==> src/rtl/core/ued_pkg.sv <==
// ued_pkg: shared types, character constants and the hex digit decode
// for the escape sequence decoder. No dependencies.
package ued_pkg;

  // One result as it leaves the block
  typedef struct packed {
    logic [7:0] out_byte;
    logic       byte_valid;
    logic       out_last;
    logic       trunc_error;
  } result_t;

  // Hex digit lookup result
  typedef struct packed {
    logic       valid;
    logic [3:0] value;
  } hex_digit_t;

  localparam logic [7:0] CharBackslash = 8'h5c;
  localparam logic [7:0] CharU         = 8'h75;
  localparam logic [2:0] HexLen        = 3'd4;

  // 0-9, a-f, A-F map to their value; anything else is not a digit
  function automatic hex_digit_t hex_digit(input logic [7:0] c);
    hex_digit_t d;
    d = '0;
    if (c >= 8'h30 && c <= 8'h39) begin
      d.valid = 1'b1;
      d.value = 4'(c - 8'h30);
    end else if (c >= 8'h61 && c <= 8'h66) begin
      d.valid = 1'b1;
      d.value = 4'(c - 8'h61 + 8'd10);
    end else if (c >= 8'h41 && c <= 8'h46) begin
      d.valid = 1'b1;
      d.value = 4'(c - 8'h41 + 8'd10);
    end
    return d;
  endfunction

endpackage

==> src/rtl/core/ued_in_if.sv <==
// ued_in_if: character request channel (valid/ready plus payload).
// Depends on nothing.
interface ued_in_if;
  logic       valid;
  logic       ready;
  logic [7:0] in_char;
  logic       in_last;

  modport source (output valid, output in_char, output in_last, input ready);
  modport sink   (input valid, input in_char, input in_last, output ready);
endinterface

==> src/rtl/core/ued_out_if.sv <==
// ued_out_if: decoded byte request channel (valid/ready plus payload).
// Depends on nothing.
interface ued_out_if;
  logic       valid;
  logic       ready;
  logic [7:0] out_byte;
  logic       byte_valid;
  logic       out_last;
  logic       trunc_error;

  modport source (output valid, output out_byte, output byte_valid, output out_last,
                  output trunc_error, input ready);
  modport sink   (input valid, input out_byte, input byte_valid, input out_last,
                  input trunc_error, output ready);
endinterface

==> src/rtl/core/unicode_escape_decoder.sv <==
// unicode_escape_decoder: top level, decoder plus result queue.
// Depends on ued_pkg, ued_in_if, ued_out_if, ued_decoder, ued_res_queue.
//
// Usage: characters of an escaped string arrive on in_i, one request per
// character, in_last marking the final one. Backslash escapes are removed
// and \uXXXX becomes one or two bytes (high byte first when above 0xff).
// Each result leaves on out_o with out_byte, byte_valid, out_last and
// trunc_error; a string that ends inside \u gives one result with
// trunc_error set, and the consumer drops that string.
// Output: each result is registered in the result queue before it shows on out_o;
// the second byte of a two-byte result follows the first in the queue.
// Throughput: one character per cycle while out_o drains, set by the
// three-entry result queue; a two-byte result puts two entries in the queue but
// comes at most once per six characters, so in_i is not held off while
// out_o.ready stays high.
// Stall: when out_o.ready is low the queue fills and in_i.ready drops once
// fewer than two entries would be free; nothing is lost or repeated.
// Reset: clears the escape state and empties the queue; no clearing pass.
module unicode_escape_decoder (
  input  logic      clk_i,
  input  logic      rst_ni,
  ued_in_if.sink    in_i,
  ued_out_if.source out_o
);

  logic             fire;
  logic             can_push;
  logic [1:0]       res_cnt;
  ued_pkg::result_t res0, res1, head;

  assign in_i.ready = can_push;
  assign fire       = in_i.valid & can_push;

  // Character decode and escape state
  ued_decoder u_decoder (
    .clk_i     (clk_i),
    .rst_ni    (rst_ni),
    .fire_i    (fire),
    .char_i    (in_i.in_char),
    .last_i    (in_i.in_last),
    .res_cnt_o (res_cnt),
    .res0_o    (res0),
    .res1_o    (res1)
  );

  // Result registers
  ued_res_queue u_queue (
    .clk_i      (clk_i),
    .rst_ni     (rst_ni),
    .push_cnt_i (fire ? res_cnt : 2'd0),
    .res0_i     (res0),
    .res1_i     (res1),
    .pop_i      (out_o.ready),
    .can_push_o (can_push),
    .valid_o    (out_o.valid),
    .head_o     (head)
  );

  assign out_o.out_byte    = head.out_byte;
  assign out_o.byte_valid  = head.byte_valid;
  assign out_o.out_last    = head.out_last;
  assign out_o.trunc_error = head.trunc_error;

endmodule

==> src/rtl/core/ued_decoder.sv <==
// ued_decoder: escape state registers and the per-character decode that
// yields zero, one or two results. Depends on ued_pkg.
module ued_decoder (
  input  logic              clk_i,
  input  logic              rst_ni,
  input  logic              fire_i,
  input  logic [7:0]        char_i,
  input  logic              last_i,
  output logic [1:0]        res_cnt_o,
  output ued_pkg::result_t  res0_o,
  output ued_pkg::result_t  res1_o
);

  logic        esc_q, esc_d;
  logic [2:0]  left_q, left_d;
  logic [15:0] value_q, value_d;
  logic        stop_q, stop_d;

  ued_pkg::hex_digit_t dig;
  logic [15:0]         value_nx;
  logic [2:0]          left_nx;

  assign dig      = ued_pkg::hex_digit(char_i);
  assign value_nx = (!stop_q && dig.valid) ? {value_q[11:0], dig.value} : value_q;
  assign left_nx  = left_q - 3'd1;

  // Decode one character against the current escape state
  always_comb begin
    esc_d     = esc_q;
    left_d    = left_q;
    value_d   = value_q;
    stop_d    = stop_q;
    res_cnt_o = 2'd0;
    res0_o    = '0;
    res1_o    = '0;

    if (left_q != 3'd0) begin
      // inside a \u escape: consume the character
      value_d = value_nx;
      stop_d  = stop_q | ~dig.valid;
      left_d  = left_nx;
      if (left_nx == 3'd0) begin
        if (value_nx[15:8] != 8'd0) begin
          res0_o    = '{out_byte: value_nx[15:8], byte_valid: 1'b1,
                        out_last: 1'b0, trunc_error: 1'b0};
          res1_o    = '{out_byte: value_nx[7:0], byte_valid: 1'b1,
                        out_last: last_i, trunc_error: 1'b0};
          res_cnt_o = 2'd2;
        end else begin
          res0_o    = '{out_byte: value_nx[7:0], byte_valid: 1'b1,
                        out_last: last_i, trunc_error: 1'b0};
          res_cnt_o = 2'd1;
        end
        value_d = '0;
        stop_d  = 1'b0;
      end else if (last_i) begin
        res0_o    = '{out_byte: 8'd0, byte_valid: 1'b0, out_last: 1'b1, trunc_error: 1'b1};
        res_cnt_o = 2'd1;
      end
    end else if (char_i == ued_pkg::CharBackslash) begin
      esc_d = 1'b1;
      if (last_i) begin
        res0_o    = '{out_byte: 8'd0, byte_valid: 1'b0, out_last: 1'b1, trunc_error: 1'b0};
        res_cnt_o = 2'd1;
      end
    end else if (char_i == ued_pkg::CharU && esc_q) begin
      // start of \u: four characters follow
      esc_d   = 1'b0;
      left_d  = ued_pkg::HexLen;
      value_d = '0;
      stop_d  = 1'b0;
      if (last_i) begin
        res0_o    = '{out_byte: 8'd0, byte_valid: 1'b0, out_last: 1'b1, trunc_error: 1'b1};
        res_cnt_o = 2'd1;
      end
    end else begin
      esc_d     = 1'b0;
      res0_o    = '{out_byte: char_i, byte_valid: 1'b1, out_last: last_i, trunc_error: 1'b0};
      res_cnt_o = 2'd1;
    end

    // end of string returns everything to idle
    if (last_i) begin
      esc_d   = 1'b0;
      left_d  = '0;
      value_d = '0;
      stop_d  = 1'b0;
    end
  end

  // State update on each accepted character
  always_ff @(posedge clk_i or negedge rst_ni) begin
    if (!rst_ni) begin
      esc_q   <= 1'b0;
      left_q  <= '0;
      value_q <= '0;
      stop_q  <= 1'b0;
    end else if (fire_i) begin
      esc_q   <= esc_d;
      left_q  <= left_d;
      value_q <= value_d;
      stop_q  <= stop_d;
    end
  end

endmodule

==> src/rtl/core/ued_res_queue.sv <==
// ued_res_queue: three-entry result register queue, takes up to two
// results per cycle while can_push_o is high and presents the oldest. Depends on ued_pkg.
module ued_res_queue (
  input  logic              clk_i,
  input  logic              rst_ni,
  input  logic [1:0]        push_cnt_i,
  input  ued_pkg::result_t  res0_i,
  input  ued_pkg::result_t  res1_i,
  input  logic              pop_i,
  output logic              can_push_o,
  output logic              valid_o,
  output ued_pkg::result_t  head_o
);

  localparam int Depth = 3;

  ued_pkg::result_t entry_q [Depth];
  ued_pkg::result_t entry_d [Depth];
  logic [1:0]       cnt_q, cnt_d, cnt_mid;
  logic             pop;

  assign valid_o    = (cnt_q != 2'd0);
  assign head_o     = entry_q[0];
  assign pop        = valid_o & pop_i;
  assign cnt_mid    = cnt_q - {1'b0, pop};
  assign can_push_o = (cnt_mid <= 2'd1);
  assign cnt_d      = cnt_mid + push_cnt_i;

  // Shift out the head, then append new results behind what remains
  always_comb begin
    for (int i = 0; i < Depth; i++) begin
      if (pop && i < Depth - 1) begin
        entry_d[i] = entry_q[i + 1];
      end else begin
        entry_d[i] = entry_q[i];
      end
      if (push_cnt_i != 2'd0 && 2'(i) == cnt_mid) begin
        entry_d[i] = res0_i;
      end
      if (push_cnt_i == 2'd2 && 2'(i) == 2'(cnt_mid + 2'd1)) begin
        entry_d[i] = res1_i;
      end
    end
  end

  // Payload entries
  always_ff @(posedge clk_i) begin
    for (int i = 0; i < Depth; i++) begin
      entry_q[i] <= entry_d[i];
    end
  end

  // Fill count
  always_ff @(posedge clk_i or negedge rst_ni) begin
    if (!rst_ni) begin
      cnt_q <= '0;
    end else begin
      cnt_q <= cnt_d;
    end
  end

endmodule

==> src/flat_wrapper.sv <==
// flat-port wrapper written by rule: the top's interface ports become plain ports
module unicode_escape_decoder_flat 
  (clk_i, rst_ni, in_i_valid, in_i_in_char, in_i_in_last, in_i_ready, out_o_valid, out_o_out_byte, out_o_byte_valid, out_o_out_last, out_o_trunc_error, out_o_ready);
  ued_in_if in_i_i ();
  ued_out_if out_o_i ();
  input  logic clk_i;
  input  logic rst_ni;
  input wire logic [$bits(in_i_i.valid)-1:0] in_i_valid;
  input wire logic [$bits(in_i_i.in_char)-1:0] in_i_in_char;
  input wire logic [$bits(in_i_i.in_last)-1:0] in_i_in_last;
  output wire logic [$bits(in_i_i.ready)-1:0] in_i_ready;
  output wire logic [$bits(out_o_i.valid)-1:0] out_o_valid;
  output wire logic [$bits(out_o_i.out_byte)-1:0] out_o_out_byte;
  output wire logic [$bits(out_o_i.byte_valid)-1:0] out_o_byte_valid;
  output wire logic [$bits(out_o_i.out_last)-1:0] out_o_out_last;
  output wire logic [$bits(out_o_i.trunc_error)-1:0] out_o_trunc_error;
  input wire logic [$bits(out_o_i.ready)-1:0] out_o_ready;
  assign in_i_i.valid = in_i_valid;
  assign in_i_i.in_char = in_i_in_char;
  assign in_i_i.in_last = in_i_in_last;
  assign in_i_ready = in_i_i.ready;
  assign out_o_valid = out_o_i.valid;
  assign out_o_out_byte = out_o_i.out_byte;
  assign out_o_byte_valid = out_o_i.byte_valid;
  assign out_o_out_last = out_o_i.out_last;
  assign out_o_trunc_error = out_o_i.trunc_error;
  assign out_o_i.ready = out_o_ready;
  unicode_escape_decoder u_core (.clk_i(clk_i), .rst_ni(rst_ni), .in_i(in_i_i), .out_o(out_o_i));
endmodule
==> config.mk <==
export PLATFORM = sky130hd
export DESIGN_NAME = unicode_escape_decoder_flat
export DESIGN_NICKNAME = d
export VERILOG_FILES = /design/src/rtl/core/ued_pkg.sv /design/src/rtl/core/ued_in_if.sv /design/src/rtl/core/ued_out_if.sv /design/src/rtl/core/unicode_escape_decoder.sv /design/src/rtl/core/ued_decoder.sv /design/src/rtl/core/ued_res_queue.sv /design/src/flat_wrapper.sv
export SDC_FILE = /design/constraint.sdc
export NUM_CORES = 1
export LEC_CHECK = 0
export BUFFER_PORTS_ARGS = -buffer_cell sky130_fd_sc_hd__buf_2
export CELL_PAD_IN_SITES_DETAIL_PLACEMENT = 1
export CELL_PAD_IN_SITES_GLOBAL_PLACEMENT = 2
export CORE_MARGIN = 5
export CORE_UTILIZATION = 38
export CTS_BUF_LIST = sky130_fd_sc_hd__clkbuf_16
export CTS_CLUSTER_DIAMETER = 30
export CTS_CLUSTER_SIZE = 12
export DETAILED_ROUTE_END_ITERATION = 16
export HOLD_SLACK_MARGIN = 0.06
export PLACE_DENSITY_LB_ADDON = 0.1
export REMOVE_ABC_BUFFERS = 1
export SLEW_MARGIN = 20
export SYNTH_ARGS = -nofsm -noshare
export SYNTH_HDL_FRONTEND = slang
export SYNTH_SLANG_ARGS = --single-unit
==> constraint.sdc <==
create_clock -name clk_i -period 3.58 [get_ports clk_i]
set_input_delay 1.074 -clock clk_i [delete_from_list [all_inputs] [get_ports clk_i]]
set_output_delay 1.074 -clock clk_i [all_outputs]
set_load 0.01 [all_outputs]
==> results of run 1 <==
path summary, 6_finish.rpt:
| kind | start | endpoint | slack (ps) | cells after the start |
|---|---|---|---|---|
| worst max-delay path | in_i_in_char[0] | u_core.u_queue.entry_q[0][18] | 310 | 12 |
| worst min-delay path | u_core.u_queue.entry_q[0][22] | u_core.u_queue.entry_q[0][22] | 480 | 1 |
| worst max register to register | u_core.u_queue.cnt_q[0] | u_core.u_queue.entry_q[0][14] | 760 | 12 |
| worst min register to register | u_core.u_queue.entry_q[0][22] | u_core.u_queue.entry_q[0][22] | 480 | 1 |
| max in group asynchronous | rst_ni | u_core.u_queue.cnt_q[1] | 2420 | 1 |
| min in group asynchronous | rst_ni | u_core.u_decoder.value_q[2] | 770 | 1 |
sequential cells by signal, indices dropped and copies added, names as in the netlist:
| signal | count |
|---|---|
| u_core.u_queue.entry_q | 33 |
| u_core.u_decoder.value_q | 16 |
| u_core.u_decoder.left_q | 3 |
| u_core.u_queue.cnt_q | 2 |
| u_core.u_decoder.esc_q | 1 |
| u_core.u_decoder.stop_q | 1 |
placed cells by master, fill, tap and decap left out, types with 3 or more instances in the layout:
master and n:
nor3_1 11, nand2_1 34, a21oi_1 32, clkbuf_16 5
a211oi_1 6, nand3_1 4, dfrtp_1 23, a311o_1 4
nand2b_1 3, nand4b_1 3, o21ai_0 28, o22ai_1 4
buf_4 34, mux2i_1 8, edfxtp_1 30, dfxtp_1 3
inv_1 9, and2_1 4, a22o_1 10, buf_2 25
ha_1 8, nor4_1 5, nor2_1 40
power by group:
part / switching, mW / internal (mW) / leakage, nW / total, mW
Sequential: 0.0687 / 0.866 / 0.642 / 0.935
Clock: 0.238 / 0.262 / 0.0702 / 0.500
Combinational: 0.537 / 0.331 / 0.786 / 0.868
Total: 0.844 / 1.46 / 1.50 / 2.30
per-stage QoR:
step           instances  utilization
2_1_floorplan        303            -
3_3_place_gp         468        0.434
3_5_place_dp         468        0.434
4_1_cts              476        0.452
5_1_grt              476        0.452
6_report             476        0.452
critical path, delay by kind of cell:
kind / cells / cell delay (ps)
AOI/OAI and AO/OA: 2 / 520
and+or+nand+nor: 5 / 1000
buffers and inverters: 4 / 540
adders and majority gates: 1 / 180
cells in the mapped netlist, types with 5 or more instances:
| cell type | number | area share |
|---|---|---|
| nor2_1 | 40 | 0.048 |
| nand2_1 | 34 | 0.041 |
| a21oi_1 | 32 | 0.051 |
| edfxtp_1 | 30 | 0.29 |
| o21ai_0 | 28 | 0.045 |
| dfrtp_1 | 23 | 0.18 |
| clkbuf_1 | 11 | 0.013 |
| nor3_1 | 11 | 0.017 |
| a22o_1 | 10 | 0.028 |
| buf_4 | 9 | 0.021 |
| inv_1 | 9 | 0.011 |
| ha_1 | 8 | 0.032 |
| mux2i_1 | 8 | 0.025 |
| a211oi_1 | 6 | 0.014 |
| nor4_1 | 5 | 0.0099 |
kinds of logic (layout without fill, tap and decap cells):
family / count (synthesis) / in the layout
XOR/XNOR: 2 / 2
buffers and inverters: 35 / 78
adder cells (fa/ha/maj): 8 / 8
flip-flops: 56 / 56
AO/OA/AOI/OAI: 101 / 101
AND/OR/NAND/NOR: 117 / 117
multiplexers: 9 / 9
cell type report:
cell class / instances / area [sq um]
fill: 940 / 4460
sequential: 56 / 1540
multi-input combinational: 237 / 1420
timing repair buffer: 60 / 400
tap: 105 / 131
clock buffer: 5 / 125
inverter: 10 / 37.5
clock inverter: 3 / 21.3
metal layers:
metal  part of all wire  up-vias  GRT usage
li1                   -     1273          -
met1               0.50     1273      0.254
met2               0.47       34      0.294
met3              0.022        8     0.0277
met4              0.013        0     0.0399
met5                  0        -          0
==> results.md, run 1 <==
* Outcome: completed
* Pre-CTS setup slack at ~14 ps
* Port-buffer cells at 25
* Hold Crit Class: register to register
* Post-route clock skew at 6.68 ps
* Pin count of the biggest net entering global routing at 24
* Via count of the first global-routing pass at 2730
* First-pass GRT wire length at 14400 microns
* N_diodes at 0
* Synth Instances at around 330
* Crit path cell chain: buf_2 -> inv_1 -> ha_1 -> nor3b_1 -> nor4b_4 -> buf_4 -> nor2_1 -> nor3_1 -> a211oi_1 -> buf_4 -> nor2_1 -> a311o_1
* Average size of a mapped cell at 9.60 sq um
* Final Max Slew Viols at 0
* Leakage at 1.50 nW
* Final instance area at around 0.0037 sq mm
* Startpoint types: primary input
* Max Clk Rate at 305 MHz
* IO Pins at 26
* Ys async rst share at 0.411
* RSZ-0062 raised after global routing: false
* Post-Synth Adder-Cell Area at 0.0318
* DR vias/cell at 5.44
* Gpl congestion at around 0.88
* Largest family of logic cells by synthesized area: compound AO/OA/AOI/OAI gates
* Initial Util at 0.387
* Num CTS Buffers at 5
* WHS at 476 ps
* Post-synthesis cell area at 0.00315 sq mm
* Die ar. at approximately 0.01 sq mm
* Post-synth EDFFs at 30
* Clk slew on worst S/H paths at 80 ps
* Number of synthesized register bits at 56
* Max_cap viols at 0
* Post-Synth Simple-Gate Area at 0.180
* Tightest Pin Transition at 676 ps
* Setup TNS at 0 ps
* Setup violations, final at 0
* Critical Path AT at 3320 ps
* Die width at 101 microns
* Net count, final at 391
* CP max stage cell: nor2_1
* Placed Area at 0.00353 sq mm
* Area added between synthesis and finish at 16.8%
* Min Tclk post-route at 3270 ps
* TritonCTS clock tree: built
* Global Route Usage Sum at 0.180
* Synth warn at 0
* HPWL after DPL at 6770 microns
* Most used flip-flop cell after synthesis: edfxtp_1
* Post-CTS Setup Bufs at 0
* Via count at approximately 2600
* Post-route antenna net violation count at 0
* Final worst slack at 306 ps
* Max VDD drop at 0.000286 V
* Critical path's largest stage delay at 400 ps
* Standard-cell rows at 33
* Period utilization at 0.914
* # resized after CTS at 0
* H-tree levels at 2
* Distinct cells, synth at 50
* DR pass1 iterations at 4
* PD cells at 627 mW/mm^2
* GR Overflow Total at 0
* WL/cell at approximately 18 microns
* Initial antenna violation count at 0
* Relative slew slack at 0.546
* Endpoints failing hold at 0
* Initial DRC count at 123
* Crit path required time at 3620 ps
* Worst setup EP type: register
* Die Y at 101 microns
* Post-synthesis sequential area ratio at 0.488
* Post-route DRC violation count at 0
* Cts hold-fix bufs at 0
* Post-synthesis mux area share at 0.0290
* Post-Route WL at 8790 microns
* Core ar. at slightly above 0.008 sq mm
* XOR/XNOR Fraction of Synth Area at 0.00556
* Worst-Skew Late Latency at roughly 290 ps
* Fraction of layout cells with a size suffix above 1 at 0.210
* Clock sink count at between 50 and 60
* Max clock buf depth at 2
* Crit path kind: primary input to register
* Synth Area in Compound Gates at 0.204
* Clock Root Buffer: clkbuf_16
* Worst-path maximum fanout at 8
* Total power at 2.30 mW
No activity file was read; power rests on OpenSTA's default activity.
==> run 2, diff against run 1 <==
--- a/config.mk
+++ b/config.mk
@@ -9,7 +9,7 @@
 export CELL_PAD_IN_SITES_DETAIL_PLACEMENT = 1
 export CELL_PAD_IN_SITES_GLOBAL_PLACEMENT = 2
 export CORE_MARGIN = 5
-export CORE_UTILIZATION = 38
+export CORE_UTILIZATION = 39
 export CTS_BUF_LIST = sky130_fd_sc_hd__clkbuf_16
 export CTS_CLUSTER_DIAMETER = 30
 export CTS_CLUSTER_SIZE = 12
@@ -20,4 +20,5 @@
 export SLEW_MARGIN = 20
 export SYNTH_ARGS = -nofsm -noshare
 export SYNTH_HDL_FRONTEND = slang
+export SYNTH_HIERARCHICAL = 1
 export SYNTH_SLANG_ARGS = --single-unit
==> run 2 against run 1 <==
The flow now finishes with violations (negative setup slack). Synthesized area is 23% higher. Via count is 29% higher. Clock power is 15% higher. First-iteration DRC count is 12% lower. Hold slack better by 49 ps. Fmax is 9.6% lower. Sequential power is 11% higher. Critical path type unchanged. Highest routed layer unchanged. Count of clock-buffer cells in the layout stayed put. Final area is 27% higher. Synthesized cell count is 23% higher. Register-to-register slack worse by 550 ps. Global-route usage is 2.4 points higher.
==> results.md, run 2 <==
* Post-synth top cells: o21ai_0 (37), edfxtp_1 (33), nor3_1 (31), nand2_1 (27), dfrtp_1 (23)
* Via count of the first global-routing pass at 3508 (+28%)
* Area added between synthesis and finish at 21.1%
* Max Clk Rate at 276 MHz (-9.6%)
* Crit path kind: primary input to register
* Gate power share at 0.506 (+0.129)
* Critical path's largest stage delay at 540 ps (+140 ps)
* Min Tclk post-route at 3620 ps (+348 ps)
* Setup TNS at -380 ps (-380 ps)
* Switch Pwr at 1.33 mW (+58%)
* Post-synth top area cell: edfxtp_1
* # fillers at 1152 (+23%)
* XOR/XNOR Fraction of Synth Area at 0.00875 (+0.00318)
* Top flop regs: u_core/u_queue/entry_q (33), u_core/u_decoder/value_q (16), u_core/u_decoder/left_q (3)
* Storage cell area at 0.00157 sq mm (+2.0%)
* Ys async rst share at 0.411 (unchanged)
* Synth top area share at 0.257 (-0.0295)
* WHS at 525 ps (+49.1 ps)
* Initial DRC count at 108 (-12%)
* Critical Path AT at 3640 ps (+320 ps)
* HPWL after DPL at 8860 microns (+31%)
* Fraction of layout cells with a size suffix above 1 at 0.309 (+0.0986)
* Post-synthesis cell area at 0.00386 sq mm (+23%)
* Crit path required time at 3600 ps (-20 ps)
* Final Max Slew Viols at 0 (unchanged)
* GR Overflow Total at 0 (unchanged)
* Startpoint types: primary input
* Post-Route WL at 11500 microns (+31%)
* Largest family of logic cells by synthesized area: compound AO/OA/AOI/OAI gates
* CP max stage cell: or4b_4
* Post-route antenna net violation count at 0 (unchanged)
* Clk slew on worst S/H paths at 80 ps (about the same)
* Max VDD drop at 0.000278 V (-3.0%)
* Reg2reg start: u_core/u_decoder/left_q[0]
* N_diodes at 0 (unchanged)
* Outcome: complete, but fails checks
* Number of synthesized register bits at 56 (unchanged)
* IO Pins at 26 (unchanged)
* Hold Crit Endpoint: u_core/u_decoder/left_q[0]
* Pin count of the biggest net entering global routing at 42 (+75%)
* Worst reg2reg setup slack at 210 ps (-550 ps)
* Worst setup EP type: register
* Clock sink count at 56 (unchanged)
* Post-route clock skew at 8.89 ps (+2.21 ps)
* Setup violations, final at 11 (+11)
* Tightest Pin Transition at 581 ps (-94.6 ps)
* DR vias/cell at 5.62 (+3.4%)
* Leakage at 1.85 nW (+23%)
* Placed Instances at 582 (+24%)
* Max clock buf depth at 2 (unchanged)
* Standard-cell rows at 36 (+9.1%)
* Post-synth EDFFs at 33 (+10%)
* First-pass GRT wire length at 18900 microns (+32%)
* Num CTS Buffers at 5 (unchanged)
* Reg2Reg Capture Point: u_core/u_queue/entry_q[0][10]
* Commonest non-fill, non-tap cell in the layout: buf_4
* Average size of a mapped cell at 9.56 sq um (-0.42%)
* Pre-CTS setup slack at -393 ps (-407 ps)
* Distinct cells, synth at 65 (+30%)
* TritonCTS clock tree: built
* Initial antenna violation count at 0 (unchanged)
* Crit path cell chain: buf_6 -> or4b_4 -> nor4_4 -> or2_1 -> mux2i_2 -> nand2_1 -> and3_4 -> or3b_4 -> nand2b_4 -> o211ai_1 -> clkbuf_16
* Via count at 3351 (+29%)
* H-tree levels at 2 (unchanged)
* Period utilization at 1.01 (+0.0972)
* Layout Cells excl Fill at 596 (+25%)
* Gpl congestion at 0.843 (-4.5%)
* Hold path startpoint: u_core/u_decoder/left_q[0]
* Reg with most FFs: u_core/u_queue/entry_q
* PD cells at 697 mW/mm^2 (+11%)
* Relative slew slack at 0.613 (+0.0666)
* P_int at 1.93 mW (+32%)
* Final worst slack at -41.4 ps (-348 ps)
* Max FFs per register at 33 (unchanged)
* Most frequent cells in the layout: buf_4 (61), o21ai_0 (37), edfxtp_1 (33)
* Net count, final at 484 (+24%)
* Global Route Usage Sum at 0.205 (+0.0244)
* Die ar. at 0.0120 sq mm (+18%)
* Worst-Skew Late Latency at 300 ps (about the same)
* Hold path depth at 1 (unchanged)
* Most used flip-flop cell after synthesis: edfxtp_1
* Worst-path maximum fanout at 6 (-2)
* Sw Share at 0.409 (+0.0424)
* Sequential share of power at 0.318 (-0.088)
* Synth Instances at 404 (+23%)
* Post-route DRC violation count at 0 (unchanged)
* Hold Crit Class: register to register
* Post-synthesis mux area share at 0.0525 (+0.0235)
* Port-buffer cells at 25 (unchanged)
* Clock Root Buffer: clkbuf_16
* Clock power share at 0.176 (-0.041)
* Top-count cell post-synth: o21ai_0
* Die width at 110 microns (+8.4%)
* RSZ-0062 raised after global routing: true
* Synth warn at 6 (+6)
* Max_cap viols at 0 (unchanged)
* Synth Area in Compound Gates at 0.220 (+0.0161)
* Failing checks: negative setup slack
* DR pass1 iterations at 4 (unchanged)
* Endpoints failing hold at 0 (unchanged)
* Dominant cells by area after synthesis: edfxtp_1 (26%), dfrtp_1 (15%), o21ai_0 (4.8%)
* Cts hold-fix bufs at 0 (unchanged)
* Die Y at 110 microns (+8.4%)
* Post-synthesis sequential area ratio at 0.406 (-0.0824)
* Post-Synth Simple-Gate Area at 0.195 (+0.0146)
* Post-Synth Adder-Cell Area at 0.0292 (-0.00263)
* Multi-input logic area at 0.00202 sq mm (+42%)
* Initial Util at 0.397 (+0.00984)
* WL/cell at 19.4 microns (+4.8%)
* Reg2Reg Depth at 13 (+1)
* Core ar. at 0.00973 sq mm (+20%)
run 2: how the worst max path moves through the flow:
stage / startpoint / endpoint
3_3_place_gp: in_i_in_char[1] / u_core/u_queue/entry_q[0][1]
5_1_grt: in_i_in_char[4] / u_core/u_queue/entry_q[0][10]
6_report: in_i_in_char[4] / u_core/u_queue/entry_q[0][10]
3_5_place_dp: in_i_in_char[1] / u_core/u_queue/entry_q[0][0]
2_1_floorplan: out_o_ready / u_core/u_queue/entry_q[0][0]
4_1_cts: in_i_in_char[3] / u_core/u_queue/entry_q[0][10]
run 2: stage by stage:
step / power, mW / area (sq um) / utilization
floorplan: 1.92 / 3570 / -
detailed placement: 2.62 / 4350 / 0.447
finish: 3.26 / 4680 / 0.481
CTS: 3.26 / 4600 / 0.473
global route: 3.47 / 4680 / 0.481
global placement: 2.57 / 4350 / 0.447
run 2: final cells by class:
cell class                      count  share of cell area
Inverter                           13              0.0104
Clock inverter                      3             0.00990
Tap cell                          133              0.0356
Multi-Input combinational cell    293               0.433
Clock buffer                        5              0.0268
Timing Repair Buffer               93               0.150
Sequential cell                    56               0.335
run 2: power groups by stage:
stage,combinational (mW),sequential (mW),clock (mW)
floorplan,0.866,1.05,0
global placement,1.53,1.04,0
detailed placement,1.57,1.05,0
CTS,1.63,1.04,0.589
global route,1.80,1.05,0.616
finish,1.65,1.04,0.573
run 2: worst max-delay path: cells and delay by family:
kind                   cells  cell delay [ps]
AOI/OAI and AO/OA          1              190
buffers and inverters      2              320
muxes                      1              240
and+or+nand+nor            7             1810
run 2: cell families (layout without fill, tap and decap cells):
family / after synthesis / count (layout)
adder cells (fa/ha/maj): 9 / 9
other: 1 / 1
XOR/XNOR: 3 / 3
AND/OR/NAND/NOR: 134 / 134
buffers and inverters: 55 / 114
multiplexers: 15 / 15
flip-flops: 56 / 56
AO/OA/AOI/OAI: 131 / 131
run 2: metal layers:
| metal | track usage | vias up | share of wire |
|---|---|---|---|
| li1 | - | 1623 | - |
| met4 | 0.0543 | 0 | 0.019 |
| met3 | 0.0299 | 14 | 0.029 |
| met5 | 0 | - | 0 |
| met1 | 0.254 | 1657 | 0.43 |
| met2 | 0.370 | 57 | 0.52 |
run 2: timing repair:
| action | 4_1_cts | 5_1_grt |
|---|---|---|
| hold endpoints to repair | 0 | 0 |
| pin swaps | 0 | 9 |
| setup buffers | 3 | 4 |
| setup endpoints to repair | 27 | 44 |
| resized for setup | 11 | 18 |
| gates cloned | 1 | 1 |
==> run 3, diff against run 2 <==
==> constraint.sdc (replaced) <==
create_clock -name clk_i -period 3.9 [get_ports clk_i]
set_input_delay 1.17 -clock clk_i [delete_from_list [all_inputs] [get_ports clk_i]]
set_output_delay 1.17 -clock clk_i [all_outputs]
set_load 0.01 [all_outputs]
==> run 3 against run 2 <==
The run now ends clean. Largest power group unchanged. Highest routed layer unchanged. Total power shrank 11%. Sequential cell count unchanged. Critical path type unchanged. Critical path depth is the same. Hold slack gained 1.1 ps. Combinational power is 17% lower. Routed wire length down 2.8%.
==> results.md, run 3 (same netlist as run 2, synthesis figures left out) <==
* Clock Root Buffer: clkbuf_16
* DR vias/cell at 5.70 (+1.4%)
* Die Y at 110 microns (unchanged)
* Tightest Pin Transition at 588 ps (+6.89 ps)
* Global Route Usage Sum at 0.199 (-0.00539)
* Reg with most FFs: u_core/u_queue/entry_q
* GR peak layer: met2
* Port-buffer cells at 25 (unchanged)
* Relative slew slack at 0.608 (-0.00460)
* Gpl congestion at 0.833 (-1.3%)
* Endpoints failing hold at 0 (unchanged)
* HPWL after DPL at 8770 microns (-0.99%)
* P_int at 1.74 mW (-9.8%)
* Startpoint types: primary input
* Post-route antenna net violation count at 0 (unchanged)
* Commonest non-fill, non-tap cell in the layout: buf_4
* Post-route clock skew at 3.95 ps (-4.94 ps)
* Core Util, Final at 0.459 (-0.0219)
* Final worst slack at 118 ps (+159 ps)
* Clock power share at 0.201 (+0.025)
* WL/cell at 19.4 microns (+0.18%)
* Outcome: completed
* Fraction of layout cells with a size suffix above 1 at 0.258 (-0.0504)
* Leakage at 1.76 nW (-4.6%)
* GR Layer Usage met1 at 0.249 (-0.00424)
* IO Pins at 26 (unchanged)
* Worst setup EP type: register
* DR pass1 iterations at 4 (unchanged)
* Top flop regs: u_core/u_queue/entry_q (33), u_core/u_decoder/value_q (16), u_core/u_decoder/left_q (3)
* Max FFs per register at 33 (unchanged)
* Met2 Use GR at 0.351 (-0.0187)
* Gate power share at 0.473 (-0.033)
* Sw Share at 0.400 (-0.00844)
* Max VDD drop at 0.000252 V (-9.4%)
* Area added between synthesis and finish at 15.6%
* Max Clk Rate at ~260 MHz
* N_diodes at 0 (unchanged)
* H-tree levels at 2 (unchanged)
* CP max stage cell: or4b_4
* Worst-path maximum fanout at 11 (+5)
* Met3 usage at 0.0288 (-0.00117)
* Crit path cell chain: buf_2 -> or4b_4 -> nor4_4 -> or2_1 -> mux2i_1 -> nand2_1 -> and3_1 -> or3b_1 -> nand2b_4 -> o211ai_1 -> buf_12
* Clock sink count at 56 (unchanged)
* Num CTS Buffers at 5 (unchanged)
* Initial DRC count at 106 (-1.9%)
* Crit path kind: primary input to register
* Critical path's largest stage delay at 560 ps (+20 ps)
* Core ar. at 0.00973 sq mm (unchanged)
* Via count at 3295 (-1.7%)
* First-pass GRT wire length at 18400 microns (-2.5%)
* RSZ-0062 raised after global routing: false
* Min Tclk post-route at 3780 ps
* Period utilization at 0.970
* GR Overflow Total at 0 (unchanged)
* Pin count of the biggest net entering global routing at 42 (unchanged)
* Sequential share of power at 0.326 (+0.008)
* Switch Pwr at 1.16 mW (-13%)
* Most frequent cells in the layout: buf_4 (48), o21ai_0 (37), edfxtp_1 (33)
* Initial Util at 0.397 (unchanged)
* Crit path required time at 3910 ps (+310 ps)
* Hold Crit Class: register to register
* Setup violations, final at 0 (-11)
* Die ar. at 0.0120 sq mm (unchanged)
* # fillers at 1148 (-0.35%)
* Post-Route WL at 11200 microns (-2.8%)
* Net count, final at 466 (-3.7%)
* TritonCTS clock tree: built
* Cts hold-fix bufs at 0 (unchanged)
* WHS at 526 ps (+1.08 ps)
* Max_cap viols at 0 (unchanged)
* Pre-CTS setup slack at -227 ps (+167 ps)
* Worst-Skew Late Latency at 290 ps (about the same)
* Clk slew on worst S/H paths at 70 ps (about the same)
* Die width at 110 microns (unchanged)
* Initial antenna violation count at 0 (unchanged)
* Critical Path AT at 3800 ps (+160 ps)
* Final Max Slew Viols at 0 (unchanged)
* Post-route DRC violation count at 0 (unchanged)
* Max clock buf depth at 2 (unchanged)
* Standard-cell rows at 36 (unchanged)
* PD cells at 649 mW/mm^2 (-6.9%)
* Via count of the first global-routing pass at 3454 (-1.5%)
[run 3: final timing paths]
| kind | start | slack (ps) | cells after the start | endpoint |
|---|---|---|---|---|
| min | u_core/u_decoder/value_q[12] | 530 | 1 | u_core/u_decoder/value_q[12] |
| min reg2reg | u_core/u_decoder/value_q[12] | 530 | 1 | u_core/u_decoder/value_q[12] |
| max reg2reg | u_core/u_decoder/left_q[0] | 540 | 14 | u_core/u_queue/entry_q[0][19] |
| max | in_i_in_char[3] | 120 | 11 | u_core/u_queue/entry_q[0][5] |
| min in group asynchronous | rst_ni | 870 | 1 | u_core/u_decoder/value_q[12] |
| max in group asynchronous | rst_ni | 2640 | 1 | u_core/u_decoder/left_q[0] |
[run 3: power by group through the flow]
| stage | clock network, mW | registers (mW) | logic, mW |
|---|---|---|---|
| CTS | 0.600 | 0.948 | 1.39 |
| finish | 0.584 | 0.945 | 1.37 |
| global route | 0.626 | 0.963 | 1.51 |
| detailed placement | 0 | 0.960 | 1.38 |
| global placement | 0 | 0.953 | 1.35 |
| floorplan | 0 | 0.968 | 0.795 |
[run 3: final cells by class]
cell class / instances / area (sq um) / area share
Inverter: 13 / 48.8 / 0.0109
Clock buffer: 5 / 125 / 0.0280
Clock inverter: 3 / 68.8 / 0.0154
Timing Repair Buffer: 75 / 526 / 0.118
Sequential cell: 56 / 1570 / 0.351
Multi-Input combinational cell: 293 / 1960 / 0.440
Tap cell: 133 / 166 / 0.0373
[run 3: routing by layer]
metal	vias up	wire, microns
met2	61	5680
met1	1633	4890
li1	1579	-
met3	22	363
met5	-	0
met4	0	276
[run 3: repair_timing]
action / CTS / global route
setup buffers: 0 / 0
gates resized for setup: 0 / 2
setup endpoints to repair: 0 / 53
[run 3: metrics by stage]
stage,instances,TNS (ps),power (mW),area [sq um]
after global placement,570,-1720,2.31,4260
after detailed placement,570,-9580,2.34,4260
after floorplan,362,-62930,1.76,3570
final,578,0,2.90,4460
after global routing,578,0,3.10,4460
after CTS,578,0,2.93,4460
[run 3: critical path, delay by kind of cell]
family                 cells  cell delay [ps]
and+or+nand+nor            7             1910
muxes                      1              250
buffers and inverters      2              300
AOI/OAI and AO/OA          1              160
